`src/sbd_pkg.sv`:
```
`timescale 1ns / 1ps
// ----------------------------------------------------------------------------
// Sector block device package
// Shared constants, payload structs, command and state codes, and the
// request bundles that the controller sends to the two storage arrays.
// ----------------------------------------------------------------------------
package sbd_pkg;

  // Geometry. Both counts are powers of two, so a sector number is a mask of
  // the address and a store address is the sector and word concatenated.
  localparam int SECTOR_WORDS = 512;
  localparam int DISK_SECTORS = 64;

  localparam int WORD_AW   = (SECTOR_WORDS > 1) ? $clog2(SECTOR_WORDS) : 1;
  localparam int SECT_AW   = (DISK_SECTORS > 1) ? $clog2(DISK_SECTORS) : 1;
  localparam int DISK_AW   = SECT_AW + WORD_AW;
  localparam int DISK_DEPTH = 2 ** DISK_AW;
  localparam int CNT_W     = WORD_AW + 1;

  localparam int DATA_W = 16;
  localparam int ADDR_W = 16;
  localparam int TICK_W = 8;

  localparam logic [TICK_W-1:0] BUSY_TICKS_RESET = 8'd20;

  typedef enum logic [1:0] {
    CMD_RESET = 2'd0,
    CMD_READ  = 2'd1,
    CMD_WRITE = 2'd2,
    CMD_NONE  = 2'd3
  } sbd_cmd_t;

  typedef enum logic [2:0] {
    ST_CLEAR,
    ST_IDLE,
    ST_COPY,
    ST_WRITE,
    ST_COMMIT,
    ST_READ,
    ST_RDATA,
    ST_DONE
  } sbd_state_t;

  typedef struct packed {
    sbd_cmd_t           req_type;
    logic               start_req;
    logic [ADDR_W-1:0]  sector_address;
    logic [DATA_W-1:0]  write_word;
    logic               read_strobe;
    logic               write_strobe;
  } sbd_in_t;

  typedef struct packed {
    logic               busy_res;
    logic               ready_res;
    logic               io_ready;
    logic [DATA_W-1:0]  read_word;
  } sbd_out_t;

  typedef struct packed {
    logic                we;
    logic [WORD_AW-1:0]  waddr;
    logic [DATA_W-1:0]   wdata;
    logic                re;
    logic [WORD_AW-1:0]  raddr;
  } sbd_buf_req_t;

  typedef struct packed {
    logic                we;
    logic [DISK_AW-1:0]  waddr;
    logic [DATA_W-1:0]   wdata;
    logic                re;
    logic [DISK_AW-1:0]  raddr;
  } sbd_disk_req_t;

endpackage

```
`src/sbd_ctrl.sv`:
```
`timescale 1ns / 1ps
// ----------------------------------------------------------------------------
// Sector block device controller
// Sequences one sample at a time: start edge handling, sector copy from the
// store, buffer write and commit, buffer read, and the busy countdown.
// ----------------------------------------------------------------------------
module sbd_ctrl (
  input  logic                          clk,
  input  logic                          rst,
  input  logic                          cfg_wr_en,
  input  logic [sbd_pkg::TICK_W-1:0]    cfg_wr_data,
  input  logic                          in_valid,
  output logic                          in_ready,
  input  sbd_pkg::sbd_in_t              in_data,
  input  logic                          slot_free,
  output logic                          res_valid,
  output sbd_pkg::sbd_out_t             res_data,
  output sbd_pkg::sbd_buf_req_t         buf_req,
  input  logic [sbd_pkg::DATA_W-1:0]    buf_rdata,
  output sbd_pkg::sbd_disk_req_t        disk_req,
  input  logic [sbd_pkg::DATA_W-1:0]    disk_rdata
);

  sbd_pkg::sbd_state_t state, state_next;
  sbd_pkg::sbd_in_t    item;

  logic [sbd_pkg::TICK_W-1:0]       busy_ticks;
  logic                             prev_start, prev_read;
  logic [sbd_pkg::SECT_AW-1:0]      cur_sector;
  logic [sbd_pkg::WORD_AW-1:0]      wi;
  logic [sbd_pkg::CNT_W-1:0]        ri;
  logic                             armed;
  logic [sbd_pkg::TICK_W-1:0]       busy_cd;
  logic                             busy_flag, ready_flag, read_pending;
  logic                             blocks_left;
  logic [sbd_pkg::DATA_W-1:0]       out_word;
  logic                             io_low;
  logic [sbd_pkg::DISK_SECTORS-1:0] sect_valid;
  logic [sbd_pkg::CNT_W-1:0]        cnt;
  logic                             pipe_v;
  logic [sbd_pkg::WORD_AW-1:0]      pipe_a;

  logic                             start_rise, rd_fall, copy_cmd;
  logic                             wr_commit, cnt_live, cd_end;
  logic [sbd_pkg::CNT_W-1:0]        buf_len, ri_step;
  logic [sbd_pkg::WORD_AW-1:0]      rd_pos;
  logic [sbd_pkg::SECT_AW-1:0]      sector_inc;
  sbd_pkg::sbd_state_t              first_state, after_copy, after_commit;

  // Decode of the sample being offered and of the one in progress.
  assign start_rise = in_data.start_req & ~prev_start;
  assign rd_fall    = ~in_data.read_strobe & prev_read;
  assign copy_cmd   = start_rise && (in_data.req_type == sbd_pkg::CMD_READ);

  assign wr_commit = !armed || (wi == sbd_pkg::WORD_AW'(sbd_pkg::SECTOR_WORDS - 1));
  assign cnt_live  = cnt < sbd_pkg::CNT_W'(sbd_pkg::SECTOR_WORDS);
  assign cd_end    = busy_cd == sbd_pkg::TICK_W'(1);

  assign buf_len = armed ? sbd_pkg::CNT_W'(sbd_pkg::SECTOR_WORDS) : '0;
  assign ri_step = (ri < buf_len) ? ri + sbd_pkg::CNT_W'(1) : ri;
  assign rd_pos  = (ri > sbd_pkg::CNT_W'(sbd_pkg::SECTOR_WORDS - 1))
                 ? sbd_pkg::WORD_AW'(sbd_pkg::SECTOR_WORDS - 1)
                 : ri[sbd_pkg::WORD_AW-1:0];

  assign sector_inc = (cur_sector == sbd_pkg::SECT_AW'(sbd_pkg::DISK_SECTORS - 1))
                    ? '0 : cur_sector + sbd_pkg::SECT_AW'(1);

  always_comb begin
    if (copy_cmd) begin
      first_state = sbd_pkg::ST_COPY;
    end else if (in_data.write_strobe) begin
      first_state = sbd_pkg::ST_WRITE;
    end else if (in_data.read_strobe) begin
      first_state = sbd_pkg::ST_READ;
    end else begin
      first_state = sbd_pkg::ST_DONE;
    end
  end

  assign after_commit = item.read_strobe ? sbd_pkg::ST_READ : sbd_pkg::ST_DONE;
  assign after_copy   = item.write_strobe ? sbd_pkg::ST_WRITE : after_commit;

  // Next state.
  always_comb begin
    state_next = state;
    unique case (state)
      sbd_pkg::ST_CLEAR: begin
        if (cnt == sbd_pkg::CNT_W'(sbd_pkg::SECTOR_WORDS - 1)) begin
          state_next = sbd_pkg::ST_IDLE;
        end
      end
      sbd_pkg::ST_IDLE: begin
        if (in_valid) begin
          state_next = first_state;
        end
      end
      sbd_pkg::ST_COPY: begin
        if (!cnt_live) begin
          state_next = after_copy;
        end
      end
      sbd_pkg::ST_WRITE: begin
        state_next = wr_commit ? sbd_pkg::ST_COMMIT : after_commit;
      end
      sbd_pkg::ST_COMMIT: begin
        if (!cnt_live) begin
          state_next = after_commit;
        end
      end
      sbd_pkg::ST_READ:  state_next = sbd_pkg::ST_RDATA;
      sbd_pkg::ST_RDATA: state_next = sbd_pkg::ST_DONE;
      sbd_pkg::ST_DONE: begin
        if (slot_free) begin
          state_next = sbd_pkg::ST_IDLE;
        end
      end
    endcase
  end

  // Memory requests and handshake outputs.
  always_comb begin
    in_ready  = 1'b0;
    res_valid = 1'b0;
    buf_req   = '0;
    disk_req  = '0;
    unique case (state)
      sbd_pkg::ST_CLEAR: begin
        buf_req.we    = 1'b1;
        buf_req.waddr = cnt[sbd_pkg::WORD_AW-1:0];
      end
      sbd_pkg::ST_IDLE: begin
        in_ready = 1'b1;
      end
      sbd_pkg::ST_COPY: begin
        disk_req.re    = cnt_live;
        disk_req.raddr = {cur_sector, cnt[sbd_pkg::WORD_AW-1:0]};
        buf_req.we     = pipe_v;
        buf_req.waddr  = pipe_a;
        // A sector never committed since reset reads as zero.
        buf_req.wdata  = sect_valid[cur_sector] ? disk_rdata : '0;
      end
      sbd_pkg::ST_WRITE: begin
        buf_req.we    = 1'b1;
        buf_req.waddr = wi;
        buf_req.wdata = item.write_word;
      end
      sbd_pkg::ST_COMMIT: begin
        buf_req.re     = cnt_live;
        buf_req.raddr  = cnt[sbd_pkg::WORD_AW-1:0];
        disk_req.we    = pipe_v;
        disk_req.waddr = {cur_sector, pipe_a};
        disk_req.wdata = buf_rdata;
      end
      sbd_pkg::ST_READ: begin
        buf_req.re    = 1'b1;
        buf_req.raddr = rd_pos;
      end
      sbd_pkg::ST_RDATA: begin
      end
      sbd_pkg::ST_DONE: begin
        res_valid = slot_free;
      end
    endcase
  end

  // Result of the sample, with the countdown step folded in.
  always_comb begin
    res_data.busy_res  = cd_end ? 1'b0 : busy_flag;
    res_data.ready_res = cd_end ? 1'b1 : ready_flag;
    res_data.io_ready  = (cd_end && read_pending) ? 1'b1 : !io_low;
    res_data.read_word = out_word;
  end

  always_ff @(posedge clk) begin
    if (rst) begin
      state        <= sbd_pkg::ST_CLEAR;
      cnt          <= '0;
      busy_ticks   <= sbd_pkg::BUSY_TICKS_RESET;
      prev_start   <= 1'b0;
      prev_read    <= 1'b0;
      cur_sector   <= '0;
      wi           <= '0;
      ri           <= '0;
      armed        <= 1'b0;
      busy_cd      <= '0;
      busy_flag    <= 1'b0;
      ready_flag   <= 1'b0;
      read_pending <= 1'b0;
      blocks_left  <= 1'b0;
      out_word     <= '0;
      io_low       <= 1'b0;
      sect_valid   <= '0;
      pipe_v       <= 1'b0;
    end else begin
      state  <= state_next;
      pipe_v <= 1'b0;
      if (cfg_wr_en) begin
        busy_ticks <= cfg_wr_data;
      end
      unique case (state)
        sbd_pkg::ST_CLEAR: begin
          cnt <= cnt + sbd_pkg::CNT_W'(1);
        end
        sbd_pkg::ST_IDLE: begin
          if (in_valid) begin
            item       <= in_data;
            prev_start <= in_data.start_req;
            prev_read  <= in_data.read_strobe;
            io_low     <= rd_fall;
            cnt        <= '0;
            if (start_rise) begin
              ready_flag <= 1'b0;
              busy_flag  <= 1'b1;
              out_word   <= '0;
              cur_sector <= in_data.sector_address[sbd_pkg::SECT_AW-1:0];
              unique case (in_data.req_type)
                sbd_pkg::CMD_RESET: begin
                  busy_cd <= busy_ticks;
                end
                sbd_pkg::CMD_READ: begin
                  armed        <= 1'b1;
                  ri           <= '0;
                  wi           <= '0;
                  busy_cd      <= busy_ticks;
                  read_pending <= 1'b1;
                end
                sbd_pkg::CMD_WRITE: begin
                  armed       <= 1'b1;
                  ri          <= '0;
                  wi          <= '0;
                  busy_cd     <= busy_ticks;
                  blocks_left <= 1'b1;
                end
                sbd_pkg::CMD_NONE: begin
                end
              endcase
            end
          end
        end
        sbd_pkg::ST_COPY: begin
          if (cnt_live) begin
            cnt    <= cnt + sbd_pkg::CNT_W'(1);
            pipe_v <= 1'b1;
            pipe_a <= cnt[sbd_pkg::WORD_AW-1:0];
          end
        end
        sbd_pkg::ST_WRITE: begin
          cnt <= '0;
          wi  <= wr_commit ? '0 : wi + sbd_pkg::WORD_AW'(1);
        end
        sbd_pkg::ST_COMMIT: begin
          if (cnt_live) begin
            cnt    <= cnt + sbd_pkg::CNT_W'(1);
            pipe_v <= 1'b1;
            pipe_a <= cnt[sbd_pkg::WORD_AW-1:0];
          end else begin
            sect_valid[cur_sector] <= 1'b1;
            cur_sector             <= sector_inc;
            if (blocks_left) begin
              blocks_left <= 1'b0;
              ready_flag  <= 1'b1;
            end
          end
        end
        sbd_pkg::ST_READ: begin
          ri <= ri_step;
          if (ri_step >= buf_len) begin
            io_low <= 1'b1;
          end
        end
        sbd_pkg::ST_RDATA: begin
          out_word <= buf_rdata;
        end
        sbd_pkg::ST_DONE: begin
          if (slot_free) begin
            if (busy_cd != '0) begin
              busy_cd <= busy_cd - sbd_pkg::TICK_W'(1);
            end
            if (cd_end) begin
              busy_flag    <= 1'b0;
              ready_flag   <= 1'b1;
              read_pending <= 1'b0;
            end
          end
        end
      endcase
    end
  end

  // The buffer and the store are never both written in one cycle.
  a_single_writer: assert property (@(posedge clk) disable iff (rst)
    !(buf_req.we && disk_req.we))
    else $error("buffer and store written in the same cycle");

  // The read index never passes the end of the sector.
  a_read_index: assert property (@(posedge clk) disable iff (rst)
    ri <= sbd_pkg::CNT_W'(sbd_pkg::SECTOR_WORDS))
    else $error("read index past sector end");

  // A commit leaves only after walking the whole sector.
  a_commit_len: assert property (@(posedge clk) disable iff (rst)
    (state == sbd_pkg::ST_COMMIT && state_next != sbd_pkg::ST_COMMIT)
      |-> cnt == sbd_pkg::CNT_W'(sbd_pkg::SECTOR_WORDS))
    else $error("commit ended early");

  // The copy pipe only carries data launched by a copy or a commit walk.
  a_pipe_src: assert property (@(posedge clk) disable iff (rst)
    pipe_v |-> ($past(state) == sbd_pkg::ST_COPY || $past(state) == sbd_pkg::ST_COMMIT))
    else $error("pipe valid outside a sector walk");

  // Busy only drops when the countdown runs out.
  a_busy_fall: assert property (@(posedge clk) disable iff (rst)
    $fell(busy_flag) |-> busy_cd == '0)
    else $error("busy dropped with countdown running");

endmodule

```
`config.mk`:
```
export PLATFORM = sky130hd
export DESIGN_NAME = sbd_ctrl
export DESIGN_NICKNAME = d
export VERILOG_FILES = /design/src/sbd_pkg.sv /design/src/sbd_ctrl.sv
export SDC_FILE = /design/constraint.sdc
export NUM_CORES = 1
export LEC_CHECK = 0
export BUFFER_PORTS_ARGS = -buffer_cell sky130_fd_sc_hd__buf_2
export CAP_MARGIN = 25
export CORE_ASPECT_RATIO = 1.4
export CORE_MARGIN = 1
export CORE_UTILIZATION = 50
export DETAILED_ROUTE_END_ITERATION = 8
export HOLD_SLACK_MARGIN = 0.15
export PLACE_DENSITY = 0.74
export SLEW_MARGIN = 20
export SYNTH_ARGS = -nofsm -noshare
export SYNTH_HDL_FRONTEND = slang
export SYNTH_SLANG_ARGS = --single-unit
export TNS_END_PERCENT = 5
```
`constraint.sdc`:
```
create_clock -name clk -period 5.7 [get_ports clk]
set_input_delay 0.57 -clock clk [delete_from_list [all_inputs] [get_ports clk]]
set_output_delay 0.57 -clock clk [all_outputs]
set_load 0.01 [all_outputs]
```
==> results.txt <==
clock-pin slew on the worst setup and hold paths: 0.07 ns
Max-cap violations: 0
Post-synth EDFFs: 27
Syn Nets: 1114
sequential fraction of the synthesis area: 43.02%
First DRT Iteration DRCs: 628
fmax: 226.0 MHz
Tcrit/Tclk final: 77.64%
synthesis-stage register bit count: 170
Vias: 8075
antenna viol nets, final: 0
DR WL/cell: 17.61 um
Crit path required time: 5.13 ns
Rel. slew slack: 20.29%
Max IR drop VDD: 165.5 uV
min Tclk post-route: 4.425 ns
Worst Path Buf+Inv: 2
nets: 1243
commonest cells after routing, fill and taps aside: buf_2, nor2_1, dfxtp_1
H-tree depth: 4
portion of total power attributed to combinational logic: 2.8%
global-route wire length before repair: 38.30 mm
# rows: 56
vias in the first global route: 7335
Synth Cell Area: 0.008539 mm^2
met1 GRT Util: 33.76%
Internal Power: 0.002006 W
largest net degree at the start of global routing: 88
clock network fraction of total power: 48.8%
# IOs: 187
largest cells by area after synthesis: dfxtp_1, edfxtp_1, nor2_1, a21oi_1, a22oi_1
top-area cell type share of the netlist area: 33.52%
post-route insts no fill: 1368
DR DRC count: 0
crit-path max cell delay: 0.96 ns
Port-buffer cells: 176
static leakage: 4.204 nW
Detailed Routing Iterations Pass 1: 5
die area: 0.01761 mm^2
Crit Path Category: flip-flop to output port
Fin Clk Skew: 0.008463 ns
number of buffers inserted by hold repair at cts: 0
Top Usage Layer GRT: met2
CP startpoint kind: flip-flop
area delta synth->final: 18.36%
Num CTS Buffers: 17
crit path DAT: 3.86 ns
DRT Wirelength: 24.10 mm
worst hold slack: 0.3054 ns
CP endpoint kind: output port
share of power burned in registers: 48.3%
Max Slew Vio Count: 0
most common cell after layout, fill and taps aside: buf_2
number of antenna violations at the first check in global routing: 3
Die Y: 156.6 um
top cell type by total area after synthesis: dfxtp_1
Post-Syn Area per Cell: 8.364 um^2
DP Cell Count: 1332
Syn. warnings: 0
CTS max path bufs: 2
top_reg_cell synth: dfxtp_1
worst skew pair latency: 0.43 ns
Synth async-reset ratio: 0%
layout cells sized above 1: 21.84%
# Post-CTS Setup Buffers: 0
Placer Congestion: 0.8561
Starting Density: 50.99%
crit-path leading delay family: compound AO/OA/AOI/OAI gates
post-CTS sizing: 0
worst min-delay path class: primary input to flip-flop
CTS tree: built
post-route setup TNS: 0 ns
RSZ-0062 raised after global routing: false
Netlist cell types: 71
routed vias/inst: 5.903
Core ar.: 0.01675 mm^2
Crit-path slowest cell: a2111oi_4
NetSw: 0.0005350 W
Syn Inst Count: 1021
worst-path cell chain: buf_4 > nand2b_1 > o22ai_1 > a221o_1 > a22o_1 > a2111oi_4 > a21oi_1 > buf_2
outcome: complete, no violations
total grt overflow: 0
GRT met2 Usage: 47.77%
crit-path max FO: 16
Switching Share: 21.06%
chip width: 112.5 um
worst slew pin tran: 1.187 ns
Num Clock Sinks: 170
CTS Root Buffer Type: clkbuf_16
count of final setup violators: 0
total track usage: 27.75%
Hold Vio Cnt, Final: 0
GRT met3 Usage: 5.926%
dpl hpwl: 16.34 mm
PD cells: 251.4 mW/mm^2
==> cell usage after synthesis (3+ instances only) <==
library cell	instances
and3_1	41
nand3_1	22
dfxtp_1	143
a311oi_1	3
a211oi_1	24
ha_1	11
a22oi_1	49
clkbuf_1	58
xnor2_1	6
nor2b_1	7
a21o_1	3
a21oi_1	113
nand2b_1	10
edfxtp_1	27
nand2_1	66
nand4_1	8
and3b_1	3
nor3b_1	6
buf_2	11
inv_1	11
or3_1	4
o31ai_1	4
buf_6	5
nor3_1	24
nor2_1	169
mux2i_1	24
xor2_1	8
a221oi_1	4
a22o_1	6
o211ai_1	3
o22ai_1	6
a31oi_1	16
o21ai_0	40
and2_1	19
nand3b_1	3
a211o_1	3
buf_1	7
mux2_2	13
==> worst register-to-register path, cell delays in order (launching register included) <==
cell and delay, ns:
dfxtp_1 0.50, buf_4 0.31, nor2_2 0.11, buf_4 0.37, nand3_1 0.51, nor3_1 1.08
a21oi_1 0.17, nor2_1 0.15
==> metal layers <==
layer / part of all wire, % / routed length, um / vias to the layer above
met1: 43 / 10280 / 3759
met3: 5.7 / 1375 / 54
met5: 0.054 / 13 / -
met2: 49 / 11720 / 318
li1: - / - / 3942
met4: 2.9 / 701 / 2
==> cell type report <==
cell class                 count  area, um^2
timing repair buffer         194        1017
inverter                      12       45.04
antenna                        2       5.005
multi-input combinational    755        4469
fill                        1482        6639
sequential                   170        3675
clock inverter                 7       102.6
clock buffer                  25       539.3
tap                          203       254.0
==> power groups by stage <==
stage          Clock [W]  Sequential (W)  Combinational, W
2_1_floorplan          0         0.00125         0.0000358
3_5_place_dp           0         0.00126         0.0000716
3_3_place_gp           0         0.00125         0.0000704
4_1_cts          0.00125         0.00123         0.0000720
5_1_grt          0.00131         0.00123         0.0000797
6_report         0.00124         0.00123         0.0000719
==> per-stage QoR <==
step	total power [W]	utilization, %	area (um^2)	setup WS (ns)
after floorplan	0.001288	-	8539	3.104
final	0.002541	60.36	10110	1.275
after detailed placement	0.001327	56.43	9450	1.827
after CTS	0.002547	60.27	10090	1.367
after global routing	0.002616	60.34	10100	1.114
after global placement	0.001325	56.30	9428	1.842
==> state kept, by name, indices dropped and copies added (netlist names) <==
register	flops
wi	9
blocks_left	1
out_word	16
busy_cd	8
busy_ticks	8
pipe_a	9
state	3
cnt	10
io_low	1
ready_flag	1
prev_start	1
busy_flag	1
pipe_v	1
ri	10
cur_sector	6
read_pending	1
item	18
sect_valid	64
prev_read	1
armed	1
==> kinds of logic (layout without fill, tap and decap cells) <==
family,count (synthesis),count (layout),synth area share [%]
compound gates,291,291,21.42
flops,170,170,43.02
fa+ha+maj,11,11,1.612
xor+xnor,14,14,1.436
simple gates,400,400,22.54
mux,39,39,5.055
other cells,0,2,0
buf+inv,96,238,4.923
==> path summary, 6_finish.rpt <==
kind	startpoint	slack, ns	cells after the start	endpoint
worst min register to register	prev_read	0.46	2	prev_read
worst max-delay path	cur_sector[2]	1.27	8	buf_req[11]
worst max register to register	state[1]	2.43	7	sect_valid[40]
worst min-delay path	in_data[8]	0.31	1	item[8]
(Power assumes the default switching activity.)
